<file path="config.mk">
export PLATFORM = sky130hd
export DESIGN_NAME = audio_jitter_buffer
export DESIGN_NICKNAME = d
export VERILOG_FILES = /design/src/ajb_pkg.sv /design/src/ajb_ram.sv /design/src/ajb_ctrl.sv /design/src/audio_jitter_buffer.sv
export SDC_FILE = /design/constraint.sdc
export NUM_CORES = 1
export LEC_CHECK = 0
export BUFFER_PORTS_ARGS = -buffer_cell sky130_fd_sc_hd__buf_2
export CORE_MARGIN = 10
export CORE_UTILIZATION = 25
export CTS_CLUSTER_DIAMETER = 50
export CTS_CLUSTER_SIZE = 10
export DETAILED_ROUTE_END_ITERATION = 8
export GPL_ROUTABILITY_DRIVEN = 0
export PLACE_DENSITY = 0.44
export SLEW_MARGIN = 15
export SYNTH_ARGS = -nofsm -noshare
export SYNTH_HDL_FRONTEND = slang
export SYNTH_SLANG_ARGS = --single-unit
</file>
<file path="constraint.sdc">
create_clock -name clock -period 14.5 [get_ports clock]
set_clock_uncertainty 0.1 [all_clocks]
set_input_delay 0.725 -clock clock [delete_from_list [all_inputs] [get_ports clock]]
set_output_delay 0.725 -clock clock [all_outputs]
set_load 0.01 [all_outputs]
</file>
<file path="src/ajb_pkg.sv">
// shared types, constants and state codes for the audio jitter buffer
package ajb_pkg;

   localparam int DEPTH_LIMIT_DEF  = 8;
   localparam int PAYLOAD_BITS_DEF = 16;

   localparam int SEQ_W       = 32;
   localparam int CHUNK_PAY_W = 16;
   localparam int IDLE_W      = 16;
   localparam int FILL_W      = 4;

   localparam int REQ_DATA_W = 48;
   localparam int RSP_PAD_W  = 4;
   localparam int RSP_DATA_W = 72;

   localparam logic [IDLE_W-1:0] IDLE_MAX = '1;

   typedef enum logic {
      ACT_PUSH = 1'b0,
      ACT_PULL = 1'b1
   } action_type;

   typedef enum logic [2:0] {
      ST_IDLE,
      ST_DROP,
      ST_WRITE,
      ST_FETCH,
      ST_CHECK,
      ST_RESP
   } state_type;

   typedef struct packed {
      logic                   has_chunk;
      logic [SEQ_W-1:0]       out_seq;
      logic [CHUNK_PAY_W-1:0] out_payload;
      logic [IDLE_W-1:0]      idle_count;
      logic [FILL_W-1:0]      fill_level;
   } rsp_type;

endpackage

</file>
<file path="src/ajb_ram.sv">
// generic single write port ram with registered read
module ajb_ram #(
   parameter int WIDTH = 8,
   parameter int DEPTH = 2
) (
   input  logic                     clock,
   input  logic                     wr_en,
   input  logic [$clog2(DEPTH)-1:0] wr_addr,
   input  logic [WIDTH-1:0]         wr_data,
   input  logic                     rd_en,
   input  logic [$clog2(DEPTH)-1:0] rd_addr,
   output logic [WIDTH-1:0]         rd_data
);

   logic [WIDTH-1:0] mem_ff [DEPTH];
   logic [WIDTH-1:0] rd_data_ff;

   always_ff @(posedge clock) begin
      if (wr_en) begin
         mem_ff[wr_addr] <= wr_data;
      end
      if (rd_en) begin
         rd_data_ff <= mem_ff[rd_addr];
      end
   end

   assign rd_data = rd_data_ff;

endmodule

</file>
<file path="src/ajb_ctrl.sv">
// sequencer, buffer pointers, sequence compare unit and result register
module ajb_ctrl
   import ajb_pkg::*;
#(
   parameter int DEPTH_LIMIT  = DEPTH_LIMIT_DEF,
   parameter int PAYLOAD_BITS = PAYLOAD_BITS_DEF,
   localparam int SIZE    = DEPTH_LIMIT + 1,
   localparam int IDX_W   = $clog2(SIZE),
   localparam int STORE_W = (PAYLOAD_BITS < CHUNK_PAY_W) ? PAYLOAD_BITS : CHUNK_PAY_W,
   localparam int ENTRY_W = SEQ_W + STORE_W
) (
   input  logic                   clock,
   input  logic                   reset,
   // request side
   input  logic                   req_valid,
   output logic                   req_ready,
   input  logic                   req_action,
   input  logic [SEQ_W-1:0]       req_seq,
   input  logic [CHUNK_PAY_W-1:0] req_payload,
   // result side
   output logic                   rsp_valid,
   input  logic                   rsp_ready,
   output rsp_type                rsp,
   // entry store
   output logic                   ram_wr_en,
   output logic [IDX_W-1:0]       ram_wr_addr,
   output logic [ENTRY_W-1:0]     ram_wr_data,
   output logic                   ram_rd_en,
   output logic [IDX_W-1:0]       ram_rd_addr,
   input  logic [ENTRY_W-1:0]     ram_rd_data
);

   localparam int CNT_W  = $clog2(SIZE + 1);
   localparam int SUM_W  = CNT_W + 1;
   localparam int WARM_W = $clog2(DEPTH_LIMIT + 1);

   state_type               state_ff, state_in;
   logic [IDX_W-1:0]        head_ff, head_in;
   logic [CNT_W-1:0]        count_ff, count_in;
   logic [SEQ_W-1:0]        exp_ff, exp_in;
   logic [WARM_W-1:0]       warm_ff, warm_in;
   logic [IDLE_W-1:0]       idle_ff, idle_in;
   logic                    rsp_valid_ff, rsp_valid_in;
   rsp_type                 rsp_ff, rsp_in;
   logic                    res_has_ff, res_has_in;
   logic [SEQ_W-1:0]        res_seq_ff, res_seq_in;
   logic [STORE_W-1:0]      res_pay_ff, res_pay_in;
   logic [SEQ_W-1:0]        req_seq_ff, req_seq_in;
   logic [STORE_W-1:0]      req_pay_ff, req_pay_in;

   logic [IDX_W-1:0]        head_next;
   logic [SUM_W-1:0]        tail_sum;
   logic [SUM_W-1:0]        tail_wrap;
   logic [IDLE_W-1:0]       idle_inc;
   logic [SEQ_W-1:0]        head_seq;
   logic [STORE_W-1:0]      head_pay;
   logic                    seq_match;
   logic                    seq_below;

   // head pointer advance with wrap
   assign head_next = (head_ff == IDX_W'(SIZE - 1)) ? '0 : head_ff + 1'b1;

   // tail slot: head + count stays below twice the store size
   assign tail_sum  = SUM_W'(head_ff) + SUM_W'(count_ff);
   assign tail_wrap = (tail_sum >= SUM_W'(SIZE)) ? tail_sum - SUM_W'(SIZE) : tail_sum;

   assign idle_inc = (idle_ff == IDLE_MAX) ? idle_ff : idle_ff + 1'b1;

   // shared sequence compare against the expected number
   assign head_seq  = ram_rd_data[SEQ_W-1:0];
   assign head_pay  = ram_rd_data[ENTRY_W-1:SEQ_W];
   assign seq_match = (exp_ff == '0) || (head_seq == exp_ff);
   assign seq_below = head_seq < exp_ff;

   always_ff @(posedge clock) begin
      if (reset) begin
         state_ff     <= ST_IDLE;
         head_ff      <= '0;
         count_ff     <= '0;
         exp_ff       <= '0;
         warm_ff      <= '0;
         idle_ff      <= '0;
         rsp_valid_ff <= 1'b0;
      end else begin
         state_ff     <= state_in;
         head_ff      <= head_in;
         count_ff     <= count_in;
         exp_ff       <= exp_in;
         warm_ff      <= warm_in;
         idle_ff      <= idle_in;
         rsp_valid_ff <= rsp_valid_in;
      end
   end

   always_ff @(posedge clock) begin
      rsp_ff     <= rsp_in;
      res_has_ff <= res_has_in;
      res_seq_ff <= res_seq_in;
      res_pay_ff <= res_pay_in;
      req_seq_ff <= req_seq_in;
      req_pay_ff <= req_pay_in;
   end

   always_comb begin
      state_in     = state_ff;
      head_in      = head_ff;
      count_in     = count_ff;
      exp_in       = exp_ff;
      warm_in      = warm_ff;
      idle_in      = idle_ff;
      rsp_valid_in = rsp_valid_ff;
      rsp_in       = rsp_ff;
      res_has_in   = res_has_ff;
      res_seq_in   = res_seq_ff;
      res_pay_in   = res_pay_ff;
      req_seq_in   = req_seq_ff;
      req_pay_in   = req_pay_ff;
      req_ready    = 1'b0;
      ram_wr_en    = 1'b0;
      ram_wr_addr  = tail_wrap[IDX_W-1:0];
      ram_wr_data  = {req_pay_ff, req_seq_ff};
      ram_rd_en    = 1'b0;
      ram_rd_addr  = head_ff;

      if (rsp_valid_ff && rsp_ready) begin
         rsp_valid_in = 1'b0;
      end

      unique case (state_ff)
         ST_IDLE: begin
            req_ready = 1'b1;
            if (req_valid) begin
               req_seq_in = req_seq;
               req_pay_in = req_payload[STORE_W-1:0];
               res_has_in = 1'b0;
               res_seq_in = '0;
               res_pay_in = '0;
               if (req_action == ACT_PUSH) begin
                  state_in = ST_DROP;
               end else if (warm_ff < WARM_W'(DEPTH_LIMIT)) begin
                  // slow start answers empty without touching idle
                  warm_in  = warm_ff + 1'b1;
                  state_in = ST_RESP;
               end else if (count_ff == '0) begin
                  idle_in  = idle_inc;
                  state_in = ST_RESP;
               end else begin
                  state_in = ST_FETCH;
               end
            end
         end
         ST_DROP: begin
            // overfull store loses its oldest entry before the push
            if (count_ff > CNT_W'(DEPTH_LIMIT)) begin
               head_in  = head_next;
               count_in = count_ff - 1'b1;
               exp_in   = exp_ff + 1'b1;
            end
            state_in = ST_WRITE;
         end
         ST_WRITE: begin
            ram_wr_en = 1'b1;
            count_in  = count_ff + 1'b1;
            state_in  = ST_RESP;
         end
         ST_FETCH: begin
            ram_rd_en = 1'b1;
            state_in  = ST_CHECK;
         end
         ST_CHECK: begin
            priority if (seq_match) begin
               head_in    = head_next;
               count_in   = count_ff - 1'b1;
               exp_in     = head_seq + 1'b1;
               idle_in    = '0;
               res_has_in = 1'b1;
               res_seq_in = head_seq;
               res_pay_in = head_pay;
               state_in   = ST_RESP;
            end else if (seq_below) begin
               // stale entry, discard it and look at the next one if any remain
               head_in  = head_next;
               count_in = count_ff - 1'b1;
               if (count_ff == CNT_W'(1)) begin
                  idle_in  = idle_inc;
                  state_in = ST_RESP;
               end else begin
                  state_in = ST_FETCH;
               end
            end else begin
               // gap in the numbers
               exp_in   = exp_ff + 1'b1;
               idle_in  = idle_inc;
               state_in = ST_RESP;
            end
         end
         ST_RESP: begin
            if (!rsp_valid_ff || rsp_ready) begin
               rsp_valid_in       = 1'b1;
               rsp_in.has_chunk   = res_has_ff;
               rsp_in.out_seq     = res_seq_ff;
               rsp_in.out_payload = CHUNK_PAY_W'(res_pay_ff);
               rsp_in.idle_count  = idle_ff;
               rsp_in.fill_level  = FILL_W'(count_ff);
               state_in           = ST_IDLE;
            end
         end
         default: begin
            state_in = ST_IDLE;
         end
      endcase
   end

   assign rsp_valid = rsp_valid_ff;
   assign rsp       = rsp_ff;

endmodule

</file>
<file path="src/audio_jitter_buffer.sv">
// top level of the audio jitter buffer: stream ports, sequencer and entry store
//
//  channel | direction | handshake             | contents
//  --------+-----------+-----------------------+---------------------------------------------
//  req     | in        | req_tvalid/req_tready | tuser: action; tdata: chunk_seq, chunk_payload
//  rsp     | out       | rsp_tvalid/rsp_tready | tuser: has_chunk; tdata: seq, payload, idle, fill
//
//  a push goes from accept to the next ready through drop check, store write and result
//  a pull in slow start or on an empty buffer goes straight to the result
//  a pull on a filled buffer examines entries one after another; each examined entry
//  costs a store read (registered read port) and a compare before the result
//  reset clears pointers, fill count, expected number, slow start and idle counters;
//  the entry store itself is not cleared
//  a request is taken while the previous result still waits; the sequencer holds its
//  result until the output register is free
module audio_jitter_buffer
   import ajb_pkg::*;
#(
   parameter int DEPTH_LIMIT  = DEPTH_LIMIT_DEF,
   parameter int PAYLOAD_BITS = PAYLOAD_BITS_DEF
) (
   input  logic                  clock,
   input  logic                  reset,
   input  logic                  req_tvalid,
   output logic                  req_tready,
   input  logic                  req_tuser,   // [0] action
   input  logic [REQ_DATA_W-1:0] req_tdata,   // [31:0] chunk_seq, [47:32] chunk_payload
   output logic                  rsp_tvalid,
   input  logic                  rsp_tready,
   output logic                  rsp_tuser,   // [0] has_chunk
   output logic [RSP_DATA_W-1:0] rsp_tdata    // [31:0] out_seq, [47:32] out_payload,
                                              // [63:48] idle_count, [67:64] fill_level
);

   // store geometry: one slot beyond the depth limit
   localparam int SIZE    = DEPTH_LIMIT + 1;
   localparam int IDX_W   = $clog2(SIZE);
   localparam int STORE_W = (PAYLOAD_BITS < CHUNK_PAY_W) ? PAYLOAD_BITS : CHUNK_PAY_W;
   localparam int ENTRY_W = SEQ_W + STORE_W;

   rsp_type              rsp;
   logic                 ram_wr_en;
   logic [IDX_W-1:0]     ram_wr_addr;
   logic [ENTRY_W-1:0]   ram_wr_data;
   logic                 ram_rd_en;
   logic [IDX_W-1:0]     ram_rd_addr;
   logic [ENTRY_W-1:0]   ram_rd_data;

   // sequencer with the expected-number compare unit
   ajb_ctrl #(
      .DEPTH_LIMIT  (DEPTH_LIMIT),
      .PAYLOAD_BITS (PAYLOAD_BITS)
   ) u_ctrl (
      .clock       (clock),
      .reset       (reset),
      .req_valid   (req_tvalid),
      .req_ready   (req_tready),
      .req_action  (req_tuser),
      .req_seq     (req_tdata[SEQ_W-1:0]),
      .req_payload (req_tdata[SEQ_W+CHUNK_PAY_W-1:SEQ_W]),
      .rsp_valid   (rsp_tvalid),
      .rsp_ready   (rsp_tready),
      .rsp         (rsp),
      .ram_wr_en   (ram_wr_en),
      .ram_wr_addr (ram_wr_addr),
      .ram_wr_data (ram_wr_data),
      .ram_rd_en   (ram_rd_en),
      .ram_rd_addr (ram_rd_addr),
      .ram_rd_data (ram_rd_data)
   );

   // circular chunk store, sequence number in the low bits
   ajb_ram #(
      .WIDTH (ENTRY_W),
      .DEPTH (SIZE)
   ) u_store (
      .clock   (clock),
      .wr_en   (ram_wr_en),
      .wr_addr (ram_wr_addr),
      .wr_data (ram_wr_data),
      .rd_en   (ram_rd_en),
      .rd_addr (ram_rd_addr),
      .rd_data (ram_rd_data)
   );

   // result packing, zero padded to whole bytes
   assign rsp_tuser = rsp.has_chunk;
   assign rsp_tdata = {{RSP_PAD_W{1'b0}}, rsp.fill_level, rsp.idle_count,
                       rsp.out_payload, rsp.out_seq};

endmodule

</file>
[After elaboration in Yosys (flattened, before gate mapping)]
Memory sizes are Yosys's and may differ from the RTL's. A register that Yosys moved wholly into a read port is not among the register bits.
Index checks and enable logic that the tools add are counted.
W data, S select, Z words.
Word-level totals
  output and inout bits: 75
  bits in writable memories: 432
  bits in registers: 230
  memories kept: 1
Operators by class
  magnitude comparators: 4
  reductions and logical operators: 19
  eq/ne operators: 19
  add/sub/neg operators: 9
  multiplexer cells: 49
Memory list
  u_store.mem_ff: words 9, width 48, read ports 1, clocked after Yosys merged registers in 1, write ports 1, line ajb_ram.sv:15  | logic [WIDTH-1:0] mem_ff [DEPTH];
Operator list (count)
  $mux W16: 10
  $mux W32: 5
  $pmux W32 S2: 2
  $add A32 B1 Y32 const B: 2
  $pmux W16 S2: 2
  $eq A32 B32 Y1: 1
  $logic_not A32 Y1: 1
  $lt A32 B32 Y1: 1
  $mux W4: 8
  $mux W3: 8
  $pmux W3 S6: 1
  $add A16 B1 Y16 const B: 1
  $eq A16 B16 Y1 const B: 1
  $add A4 B1 Y4 const B: 3
  $pmux W4 S3: 1
  $reduce_and A3 Y1: 4
  $mux W1: 10
  $ne A2 B1 Y1 const B: 4
  $pmux W4 S2: 1
  $eq A3 B2 Y1 const B: 2
  $eq A3 B3 Y1 const B: 2
  $ne A2 B2 Y1 const B: 3
  $reduce_and A2 Y1: 3
  $reduce_and A6 Y1: 1
  other kinds (21): 23

[Longest topological paths before layout]
Gate-level depths: netlist (run 1).
  word-level depth: 7
  depth in mapped cells: 14
  depth with buffers taken out: 11

[Modules after synthesis]
A second synthesis (run 1) with hierarchy kept.
Second synthesis, totals
  cells, all modules: 1915
  area total of the unflattened synthesis: 29348.1 um^2
Modules (own cells, without submodules)
  ajb_ram: seq. area each 14413.8 um^2, times used 1, cells each 936, area each 18411.4 um^2
  ajb_ctrl: seq. area each 6266.0 um^2, times used 1, cells each 974, area each 10903.0 um^2
  audio_jitter_buffer: seq. area each 0.0 um^2, times used 1, cells each 5, area each 33.8 um^2

[Worst setup path after synthesis (run 1)]
No wires, ideal clock.
  path kind: reg-to-reg
  start: reg u_ctrl.head_ff[1] (netlist: u_ctrl.ram_rd_addr[1])
  end: mem u_store.mem_ff[6][0] (netlist bit), enable pin
  data arrival time: 6285 ps
  library setup time: 513 ps
  path slack: 7602 ps
  path buffers: 4
  stages on the path, launching flop included: 14
  cells stage by stage: dfxtp_1 -> clkbuf_1 -> clkbuf_1 -> clkbuf_1 -> inv_1 -> fa_1 -> xor2_1 -> and3_1 -> clkbuf_1 -> nor2b_1 -> o21ai_1 -> nor3_1 -> a31oi_1 -> nor3_1
On the way
  word-level cells in the longest chain between the ends: 3
  elaborated cells between the ends (all ways): 4
  classes of those cells: 2 x add/sub; 1 x order compare; 1 x mux
Ends and longest elaborated chain
  start, declared: line ajb_ctrl.sv:38  | logic [IDX_W-1:0] head_ff, head_in;
  start signal, assigned: line ajb_ctrl.sv:86  | head_ff <= head_in;
  $add A4 B4 Y5 (*): line ajb_ctrl.sv:64  | assign tail_sum = SUM_W'(head_ff) + SUM_W'(count_ff);
  $sub A4 B4 Y4 or $ge A5 B4 Y1 (tied branches): line ajb_ctrl.sv:65  | assign tail_wrap = (tail_sum >= SUM_W'(SIZE)) ? tail_sum - SUM_W'(SIZE) : tail_sum;
  $mux W4 (*): line ajb_ctrl.sv:65
  end, declared: line ajb_ram.sv:15
Mark *: on every way between the ends. The rest lies on a longest branch, timed or not.

[Worst setup path in the final report (run 1)]
  start: reg u_ctrl.head_ff[1] (netlist: u_ctrl.ram_rd_addr[1])
  end: mem u_store.mem_ff[8][16] (netlist bit), enable pin
The elaborated chain is that of the path after synthesis.

==> flow_metrics.env, run 1 <==
export IMPL_first_global_vias=16308
export IMPL_initial_core_util=0.251
export IMPL_post_route_drc_count=0
export IMPL_worst_slew_pin_slew_ns=1.12
export IMPL_yosysWarnings=0
export IMPL_min_period_ns=4.84
export IMPL_cp_end_kind="register"
export IMPL_dr_total_vias=15571
export IMPL_port_buffers=123
export IMPL_syn_area_per_cell_um2=16.0
export IMPL_cts_sinks=710
export IMPL_rows=124
export IMPL_synthDistinctLibCells=70
export IMPL_die_w_um=359
export IMPL_grt_max_degree=64
export IMPL_whs_ns=0.149
export IMPL_cts_tree="built"
export IMPL_synth_cells=1788
export IMPL_hold_buffers=0
export IMPL_rsz0062_at_grt="no"
export IMPL_ys_seq_elements=710
export IMPL_yosysSeqAreaShare=0.721
export IMPL_coreArea_um2=114000
export IMPL_finalWirelength_mm=70.5
export IMPL_area_delta_synth_final_pct=18.7
export IMPL_synthMuxAreaShare=0.0955
export IMPL_post_cts_resize_count=0
export IMPL_min_path_type="primary input to register"
export IMPL_place_ws_ns=9.53
export IMPL_timing_max_cap_violations=0
export IMPL_synth_xor_area_frac=0.0113
export IMPL_fin_area_um2=34100
export IMPL_first_pass_iters=5
export IMPL_ir_drop_v=0.0000834
export IMPL_clk_latency_ns=0.66
export IMPL_wl_met2_mm=34.6
export IMPL_crit_start="u_ctrl.ram_rd_addr[1]$_SDFFE_PP0P_"
export IMPL_ff2ff_path_depth=11
export IMPL_clk_pin_slew_ns=0.05
export IMPL_routed_via_density=4.42
export IMPL_final_setup_tns_ns=0
export IMPL_cp_start_kind="register"
export IMPL_fmax_mhz=207
export IMPL_timing_slew_headroom=0.249
export IMPL_timing_rr_start="u_ctrl.ram_rd_addr[1]$_SDFFE_PP0P_"
export IMPL_m1WireLength_mm=30.6
export IMPL_ys_async_sr_fraction=0
export IMPL_cts_buffer_depth=3
export IMPL_synth_simple_area_share=0.0791
export IMPL_synth_adder_area_share=0.0216
export IMPL_io_pins=128
export IMPL_wl_per_cell_um=20.0
export IMPL_crit_fanout=49
export IMPL_synth_compound_area_share=0.0495
export IMPL_fin_ws_ns=9.66
export IMPL_die_area_um2=129000
export IMPL_nets=2054
export IMPL_critical_path_class="register to register"
export IMPL_cts_buffers_inserted=98
export IMPL_status="finished, final reports clean"
export IMPL_finalHoldViolations=0
export IMPL_fin_crit_sh=0.334
export IMPL_placed_area_um2=31100
export IMPL_drtAntennaViolNets=0
export IMPL_drt_iter0_drc=994
export IMPL_synth_edf_count=646
export IMPL_grt_pass1_wl_mm=105
export IMPL_wl_met3_mm=3.60
export IMPL_dpl_hpwl_mm=43.2
export IMPL_p_leak_nw=11.2
export IMPL_drive_above_1_share=0.211
export IMPL_worstSetupEndpoint="u_store.mem_ff[8][16]$_DFFE_PP_"
export IMPL_critPathArrivalTime_ns=5.02
export IMPL_power_per_cell_area_nw_per_um2=145
export IMPL_finalSetupViolations=0
export IMPL_ys_flop_type="edfxtp_1"
export IMPL_grt_usage=0.108
export IMPL_antenna_found_initial=5
export IMPL_highest_layer="met5"
export IMPL_final_max_slew_viol_count=0
export IMPL_regToRegEndpoint="u_store.mem_ff[8][16]$_DFFE_PP_"
export IMPL_root_buffer="clkbuf_16"
export IMPL_dieHeight_um=359
export IMPL_synth_area_um2=28700
export IMPL_worst_r2r_setup_slack_ns=9.66
export IMPL_postCtsSetupBuffers=0
export IMPL_antennaDiodeCount=0
export IMPL_grt_ovfl_total=0
export IMPL_synth_top_family_by_area="multiplexers"
export IMPL_crit_required_ns=14.68
export IMPL_cts_htree_levels=3
-- through the flow --
stage,util,power [W],instances
6_report,0.298,0.00494,3520
4_1_cts,0.298,0.00502,3520
5_1_grt,0.298,0.00515,3520
3_5_place_dp,0.272,0.00279,3364
3_3_place_gp,0.272,0.00278,3364
2_1_floorplan,-,0.00265,1791
-- per-layer routing --
layer | global-route usage | vias up
met1 | 0.137 | 7812
met5 | 0 | -
met3 | 0.0231 | 115
li1 | - | 7292
met4 | 0.0361 | 4
met2 | 0.183 | 348
-- cell families after synthesis --
family	Yosys count
fa+ha+maj	49
mux	153
other cells	1
compound gates	240
flops	710
xor+xnor	37
simple gates	451
buf+inv	147
-- cell usage after synthesis (4+ instances only) --
cell type,count,share of area
a211oi_1,10,0.0026
a21o_1,7,0.0018
a21oi_1,75,0.013
a31oi_1,8,0.0017
and2_1,5,0.0011
and3_1,63,0.014
and4_1,5,0.0015
buf_1,11,0.0014
buf_2,8,0.0014
buf_4,9,0.0024
buf_6,5,0.0020
clkbuf_1,53,0.0069
dfxtp_1,64,0.045
edfxtp_1,646,0.68
ha_1,48,0.021
inv_1,59,0.0077
mux2i_1,55,0.019
mux4_2,96,0.075
nand2_1,133,0.017
nand3_1,45,0.0078
nand4_1,33,0.0072
nor2_1,75,0.0098
nor2b_1,7,0.0015
nor3_1,49,0.0085
nor3b_1,4,0.0010
nor4_1,8,0.0017
o21a_1,5,0.0013
o21ai_0,95,0.017
o31ai_1,6,0.0016
or4_1,4,0.0010
xnor2_1,17,0.0052
xor2_1,20,0.0061
-- where the power goes --
| group | internal (W) | switching [W] |
|---|---|---|
| clock network | 0.00133 | 0.000875 |
| registers | 0.00234 | 0.0000730 |
| logic | 0.000118 | 0.000201 |
| total | 0.00379 | 0.00115 |
-- flip-flops by register name, indices dropped and copies added, names as in the netlist, 16 cells and up --
signal,count
u_ctrl.req_pay_ff,16
u_ctrl.rsp,69
u_ctrl.res_pay_ff,16
u_store.mem_ff,432
u_ctrl.idle_ff,16
u_ctrl.res_seq_ff,32
u_store.rd_data,48
u_ctrl.req_seq_ff,32
u_ctrl.exp_ff,32
-- worst max-delay path, cell delays in order (launching register included) --
cell and delay [ns]:
dfxtp_4 0.84, inv_1 0.20, fa_1 0.52, xor2_1 0.20
and3_1 0.27, nor2b_1 0.15, o21ai_1 0.34, inv_1 0.14
nor3_1 0.14, o21ai_0 0.34, nor2_4 0.57, buf_4 0.62
-- final cells by class --
| cell class | instances | area, um2 |
|---|---|---|
| clock buffer | 113 | 2530 |
| clock inverter | 43 | 437 |
| fill | 11402 | 80100 |
| inverter | 60 | 225 |
| multi-input combinational | 934 | 7470 |
| sequential | 710 | 20700 |
| tap | 1512 | 1890 |
| timing repair buffer | 148 | 803 |
-- worst min-delay path by stage --
stage                                             startpoint                              end  slack (ns)  cells past startpoint
final                                           req_tdata[0]   u_ctrl.req_seq_ff[0]$_DFFE_PP_        0.15                      1
after global routing                           req_tdata[45]  u_ctrl.req_pay_ff[13]$_DFFE_PP_        0.11                      1
after CTS                                       req_tdata[0]   u_ctrl.req_seq_ff[0]$_DFFE_PP_        0.09                      1
after detailed placement         u_ctrl.res_has_ff$_DFFE_PP_         u_ctrl.rsp[68]$_DFFE_PP_        0.31                      0
after global placement    u_ctrl.res_pay_ff[1]$_SDFFCE_PN0P_         u_ctrl.rsp[21]$_DFFE_PP_        0.31                      0
after floorplan           u_ctrl.res_pay_ff[0]$_SDFFCE_PN0P_         u_ctrl.rsp[20]$_DFFE_PP_        0.30                      0
-- layout by cell type, fill, tap and decap left out, types with 5 or more instances in the layout --
master,netlist,routed
o21a_1,5,5
bufinv_16,0,5
ha_1,48,48
clkbuf_1,53,14
a31oi_1,8,8
nand2_1,133,131
a211oi_1,10,10
nor3_1,49,47
clkinv_2,0,7
and3_1,63,62
nor2_1,75,66
inv_6,0,10
nand3_1,45,45
mux4_2,96,96
xor2_1,20,20
and4_1,5,5
clkinv_1,0,8
inv_1,59,58
buf_2,8,123
mux2i_1,55,55
nor4_1,8,8
buf_4,9,25
edfxtp_1,646,646
a21o_1,7,7
clkinvlp_4,0,7
nor2_4,0,9
xnor2_1,17,17
o21ai_0,95,95
o31ai_1,6,6
nand4_1,33,33
and2_1,5,5
dfxtp_1,64,60
clkbuf_16,0,99
a21oi_1,75,75
nor2b_1,7,7
No activity file was read; power rests on OpenSTA's default activity.
==> run 2, diff against run 1 <==
--- a/config.mk
+++ b/config.mk
@@ -12,7 +12,7 @@
 export CTS_CLUSTER_SIZE = 10
 export DETAILED_ROUTE_END_ITERATION = 8
 export GPL_ROUTABILITY_DRIVEN = 0
-export PLACE_DENSITY = 0.44
+export PLACE_DENSITY = 0.45
 export SLEW_MARGIN = 15
 export SYNTH_ARGS = -nofsm -noshare
 export SYNTH_HDL_FRONTEND = slang
==> constraint.sdc (replaced) <==
create_clock -name clock -period 4.2 [get_ports clock]
set_clock_uncertainty 0.1 [all_clocks]
set_input_delay 0.21 -clock clock [delete_from_list [all_inputs] [get_ports clock]]
set_output_delay 0.21 -clock clock [all_outputs]
set_load 0.01 [all_outputs]
==> flow_metrics.env, run 2 (synthesis gave the netlist of run 1 again) <==
export IMPL_status="finished, final reports clean"
export IMPL_initial_core_util=0.251
export IMPL_antenna_found_initial=1
export IMPL_nets=2123
export IMPL_die_area_um2=129000
export IMPL_fill_cells=11321
export IMPL_timing_max_cap_violations=0
export IMPL_grt_max_degree=102
export IMPL_clk_pin_slew_ns=0.05
export IMPL_drt_iter0_drc=1110
export IMPL_first_pass_iters=6
export IMPL_cts_sinks=710
export IMPL_grt_busiest_layer="met2"
export IMPL_ir_drop_v=0.000282
export IMPL_io_pins=128
export IMPL_worstHoldPathCells=2
export IMPL_clk_latency_ns=0.66
export IMPL_first_global_vias=16958
export IMPL_cpMaxStageDelayCell="o21ai_0"
export IMPL_cts_htree_levels=3
export IMPL_path_delay_family="compound AO/OA/AOI/OAI gates"
export IMPL_wl_per_cell_um=20.1
export IMPL_worst_path_buf_inv=3
export IMPL_rsz0062_at_grt="no"
export IMPL_post_route_drc_count=0
export IMPL_grt_pass1_wl_mm=109
export IMPL_fin_crit_sh=0.932
export IMPL_critPathArrivalTime_ns=4.18
export IMPL_mostFrequentLayoutCell="edfxtp_1"
export IMPL_finalPower_w=0.0175
export IMPL_cts_tree="built"
export IMPL_root_buffer="clkbuf_16"
export IMPL_finalHoldViolations=0
export IMPL_grt_ovfl_total=0
export IMPL_crit_chain="ha_1 -> inv_1 -> fa_2 -> xor2_1 -> and3_1 -> nor2b_1 -> o21ai_2 -> inv_1 -> and3_1 -> o21ai_0 -> nor2_4 -> buf_12"
export IMPL_p_leak_nw=11.7
export IMPL_power_per_cell_area_nw_per_um2=499
export IMPL_ff2ff_path_depth=12
export IMPL_fmax_mhz=256
export IMPL_finalWirelength_mm=72.2
export IMPL_path_depth=12
export IMPL_mostFrequentLayoutCells="edfxtp_1 (646), nand2_1 (132), buf_2 (123), clkbuf_16 (102), mux4_2 (96)"
export IMPL_final_max_slew_viol_count=0
export IMPL_final_setup_tns_ns=0
export IMPL_finalSetupViolations=0
export IMPL_rows=124
export IMPL_dieHeight_um=359
export IMPL_worst_slew_pin_slew_ns=1.09
export IMPL_critical_path_class="register to register"
export IMPL_crit_fanout=48
export IMPL_grt_util_met3=0.0236
export IMPL_drive_above_1_share=0.213
export IMPL_gr_usage_met1=0.147
export IMPL_min_path_type="primary input to register"
export IMPL_die_w_um=359
export IMPL_cp_start_kind="register"
export IMPL_dr_total_vias=16169
export IMPL_grt_usage=0.111
export IMPL_antennaDiodeCount=0
export IMPL_cp_end_kind="register"
export IMPL_area_delta_synth_final_pct=22.1
export IMPL_drtAntennaViolNets=0
export IMPL_crit_required_ns=4.47
export IMPL_cts_buffer_depth=3
export IMPL_slowest_delay_ns=0.71
export IMPL_whs_ns=0.159
export IMPL_top_register="u_store.mem_ff"
export IMPL_min_period_ns=3.91
export IMPL_routed_via_density=4.50
export IMPL_dpl_hpwl_mm=44.2
export IMPL_largest_register_ff_count=432
export IMPL_port_buffers=123
export IMPL_coreArea_um2=114000
export IMPL_cts_buffers_inserted=100
export IMPL_post_cts_resize_count=0
export IMPL_timing_slew_headroom=0.275
export IMPL_grtUsageMet2=0.180
run 2: cell count changes in the layout (fill, tap and decap cells not counted), sizes merged, moves of 3 or more:
cell and change:
buf +13, dlygate4sd3 +54, inv +3, clkbuf +5
clkinvlp -4
run 2: power by group:
part	internal (W)	switching (W)
Sequential	0.00808	0.000214
Combinational	0.000477	0.000766
Clock	0.00482	0.00312
Total	0.0134	0.00410
run 2: routing by layer:
layer,share of wire,wire length [um]
met5,0,0
met4,0.029,2070
met3,0.049,3550
met2,0.47,33700
met1,0.45,32800
run 2: layout make-up:
cell class                 instances  area, um2  area share
timing repair buffer             215       1600      0.0458
tap                             1512       1890      0.0540
clock buffer                     118       2620      0.0748
multi-input combinational        934       7510       0.214
sequential                       710      20700       0.590
inverter                          60        225     0.00643
clock inverter                    44        500      0.0143
run 2: worst paths after layout:
kind	startpoint	endpoint	slack, ns
setup / recovery	u_ctrl.count_ff[0]$_SDFFE_PP0P_	u_store.mem_ff[4][22]$_DFFE_PP_	0.29
hold / removal	req_tdata[31]	u_ctrl.req_seq_ff[31]$_DFFE_PP_	0.16
setup reg to reg	u_ctrl.count_ff[0]$_SDFFE_PP0P_	u_store.mem_ff[4][22]$_DFFE_PP_	0.29
hold reg to reg	u_ctrl.res_seq_ff[30]$_SDFFCE_PN0P_	u_ctrl.rsp[66]$_DFFE_PP_	0.32
run 2: per-stage QoR:
stage	cells	instance area (um2)	util	setup WS, ns
CTS	3593	35000	0.307	0.302
global placement	3377	31400	0.275	0.357
detailed placement	3377	31400	0.275	0.322
global route	3593	35000	0.307	0.122
finish	3593	35000	0.307	0.287
floorplan	1791	28800	-	0.0138
run 2: timing repair:
| action | in CTS | in global routing |
|---|---|---|
| setup buffers | 0 | 0 |
| hold endpoints to repair | 64 | 0 |
| hold buffers | 54 | 0 |
==> run 3, diff against run 2 <==
==> constraint.sdc (replaced) <==
create_clock -name clock -period 4.2 [get_ports clock]
set_clock_uncertainty 0.1 [all_clocks]
set_input_delay 0.84 -clock clock [delete_from_list [all_inputs] [get_ports clock]]
set_output_delay 0.84 -clock clock [all_outputs]
set_load 0.01 [all_outputs]
==> flow_metrics.env, run 3 (synthesis gave the netlist of run 1 again) <==
export IMPL_status="finished, final reports clean"
export IMPL_coreArea_um2=114000
export IMPL_drive_above_1_share=0.214
export IMPL_power_per_cell_area_nw_per_um2=496
export IMPL_port_buffers=123
export IMPL_dieHeight_um=359
export IMPL_postCtsSetupBuffers=0
export IMPL_cts_tree="built"
export IMPL_ir_drop_v=0.000349
export IMPL_rows=124
export IMPL_initial_core_util=0.251
export IMPL_clk_pin_slew_ns=0.05
export IMPL_p_sw_frac=0.237
export IMPL_rsz0062_at_grt="no"
export IMPL_min_path_type="primary input to register"
export IMPL_fill_cells=11351
export IMPL_crit_chain="ha_1 -> inv_1 -> fa_2 -> xor2_1 -> and3_1 -> nor2b_1 -> o21ai_2 -> inv_1 -> and3_1 -> o21ai_0 -> nor2_4 -> buf_4"
export IMPL_p_leak_nw=11.4
export IMPL_critPathArrivalTime_ns=4.26
export IMPL_io_pins=128
export IMPL_pwr_share_seq=0.486
export IMPL_grt_ovfl_total=0
export IMPL_pwr_share_clk=0.443
export IMPL_drtAntennaViolNets=0
export IMPL_worst_slew_pin_slew_ns=0.968
export IMPL_wl_per_cell_um=20.3
export IMPL_cp_end_kind="register"
export IMPL_crit_fanout=22
export IMPL_mostFrequentLayoutCells="edfxtp_1 (646), nand2_1 (132), buf_2 (123), clkbuf_16 (97), mux4_2 (96)"
export IMPL_dpl_hpwl_mm=44.1
export IMPL_post_route_drc_count=0
export IMPL_slowest_delay_ns=0.68
export IMPL_internal_power_w=0.0130
export IMPL_critical_path_class="register to register"
export IMPL_top_register="u_store.mem_ff"
export IMPL_placed_area_um2=31400
export IMPL_cts_htree_levels=3
export IMPL_final_setup_tns_ns=0
export IMPL_timing_max_cap_violations=0
export IMPL_routed_via_density=4.48
export IMPL_antenna_found_initial=5
export IMPL_power_frac_comb=0.071
export IMPL_die_area_um2=129000
export IMPL_min_period_ns=3.99
export IMPL_drt_iter0_drc=1166
export IMPL_dr_total_vias=15851
export IMPL_multi_input_area_um2=7510
export IMPL_worst_path_buf_inv=3
export IMPL_clk_latency_ns=0.67
export IMPL_cts_buffers_inserted=97
export IMPL_path_delay_family="compound AO/OA/AOI/OAI gates"
export IMPL_timing_slew_headroom=0.352
export IMPL_finalSetupViolations=0
export IMPL_grt_usage=0.111
export IMPL_regArea_um2=20700
export IMPL_cts_sinks=710
export IMPL_post_cts_resize_count=0
export IMPL_finalHoldViolations=0
export IMPL_grt_max_degree=102
export IMPL_cp_start_kind="register"
export IMPL_nets=2068
export IMPL_cts_buffer_depth=3
export IMPL_fmax_mhz=251
export IMPL_fin_area_um2=34400
export IMPL_die_w_um=359
export IMPL_largest_register_ff_count=432
export IMPL_area_delta_synth_final_pct=19.8
export IMPL_hold_buffers=0
export IMPL_cpMaxStageDelayCell="o21ai_0"
export IMPL_final_max_slew_viol_count=0
export IMPL_mostFrequentLayoutCell="edfxtp_1"
export IMPL_grt_pass1_wl_mm=108
export IMPL_finalWirelength_mm=72.0
export IMPL_first_global_vias=16690
export IMPL_root_buffer="clkbuf_16"
export IMPL_first_pass_iters=5
export IMPL_p_sw_w=0.00405
export IMPL_crit_required_ns=4.48
export IMPL_fin_crit_sh=0.949
run 3: metrics by stage:
step | hold slack [ns] | power (W) | std cells | util | setup slack, ns
after floorplan | 0.300 | 0.00917 | 1791 | - | 0.0138
after global placement | 0.310 | 0.00963 | 3379 | 0.275 | 0.359
after detailed placement | 0.305 | 0.00967 | 3379 | 0.275 | 0.247
after CTS | 0.180 | 0.0173 | 3539 | 0.301 | 0.229
after global routing | 0.199 | 0.0178 | 3539 | 0.301 | 0.0255
final | 0.238 | 0.0171 | 3540 | 0.301 | 0.213
run 3: layout make-up:
| type | count | area share |
|---|---|---|
| Sequential cell | 710 | 0.602 |
| Antenna cell | 1 | 0.0000728 |
| Clock buffer | 117 | 0.0728 |
| Timing Repair Buffer | 163 | 0.0314 |
| Tap cell | 1512 | 0.0550 |
| Multi-Input combinational cell | 934 | 0.218 |
| Inverter | 60 | 0.00655 |
| Clock inverter | 43 | 0.0139 |
run 3: path summary, 6_finish.rpt:
kind / startpoint / end / slack, ns / cells after the start
max: u_ctrl.count_ff[0]$_SDFFE_PP0P_ / u_store.mem_ff[8][19]$_DFFE_PP_ / 0.21 / 12
min: req_tdata[6] / u_ctrl.req_seq_ff[6]$_DFFE_PP_ / 0.24 / 1
max reg2reg: u_ctrl.count_ff[0]$_SDFFE_PP0P_ / u_store.mem_ff[8][19]$_DFFE_PP_ / 0.21 / 12
min reg2reg: u_ctrl.res_pay_ff[6]$_SDFFCE_PN0P_ / u_ctrl.rsp[26]$_DFFE_PP_ / 0.30 / 0
run 3: worst register-to-register path, delay by kind of cell, from the launching register on:
kind / cells / cell delay, ns
AO/OA/AOI/OAI: 2 / 1.04
XOR/XNOR: 1 / 0.21
adder cells (fa/ha/maj): 2 / 0.60
buffers and inverters: 3 / 0.52
flip-flops: 1 / 0.47
AND/OR/NAND/NOR: 4 / 0.74
run 3: routing by layer:
metal / share of wire / vias up / track usage
met3: 0.051 / 124 / 0.0243
li1: - / 7335 / -
met1: 0.46 / 7980 / 0.149
met5: 0.00015 / - / 0
met2: 0.47 / 410 / 0.177
met4: 0.025 / 2 / 0.0340
run 3: power groups by stage:
| stage | clock (W) | combinational, W | sequential [W] |
|---|---|---|---|
| 6_report | 0.00757 | 0.00121 | 0.00829 |
| 3_3_place_gp | 0 | 0.00121 | 0.00842 |
| 4_1_cts | 0.00781 | 0.00124 | 0.00830 |
| 5_1_grt | 0.00811 | 0.00133 | 0.00832 |
| 2_1_floorplan | 0 | 0.000827 | 0.00834 |
| 3_5_place_dp | 0 | 0.00124 | 0.00844 |
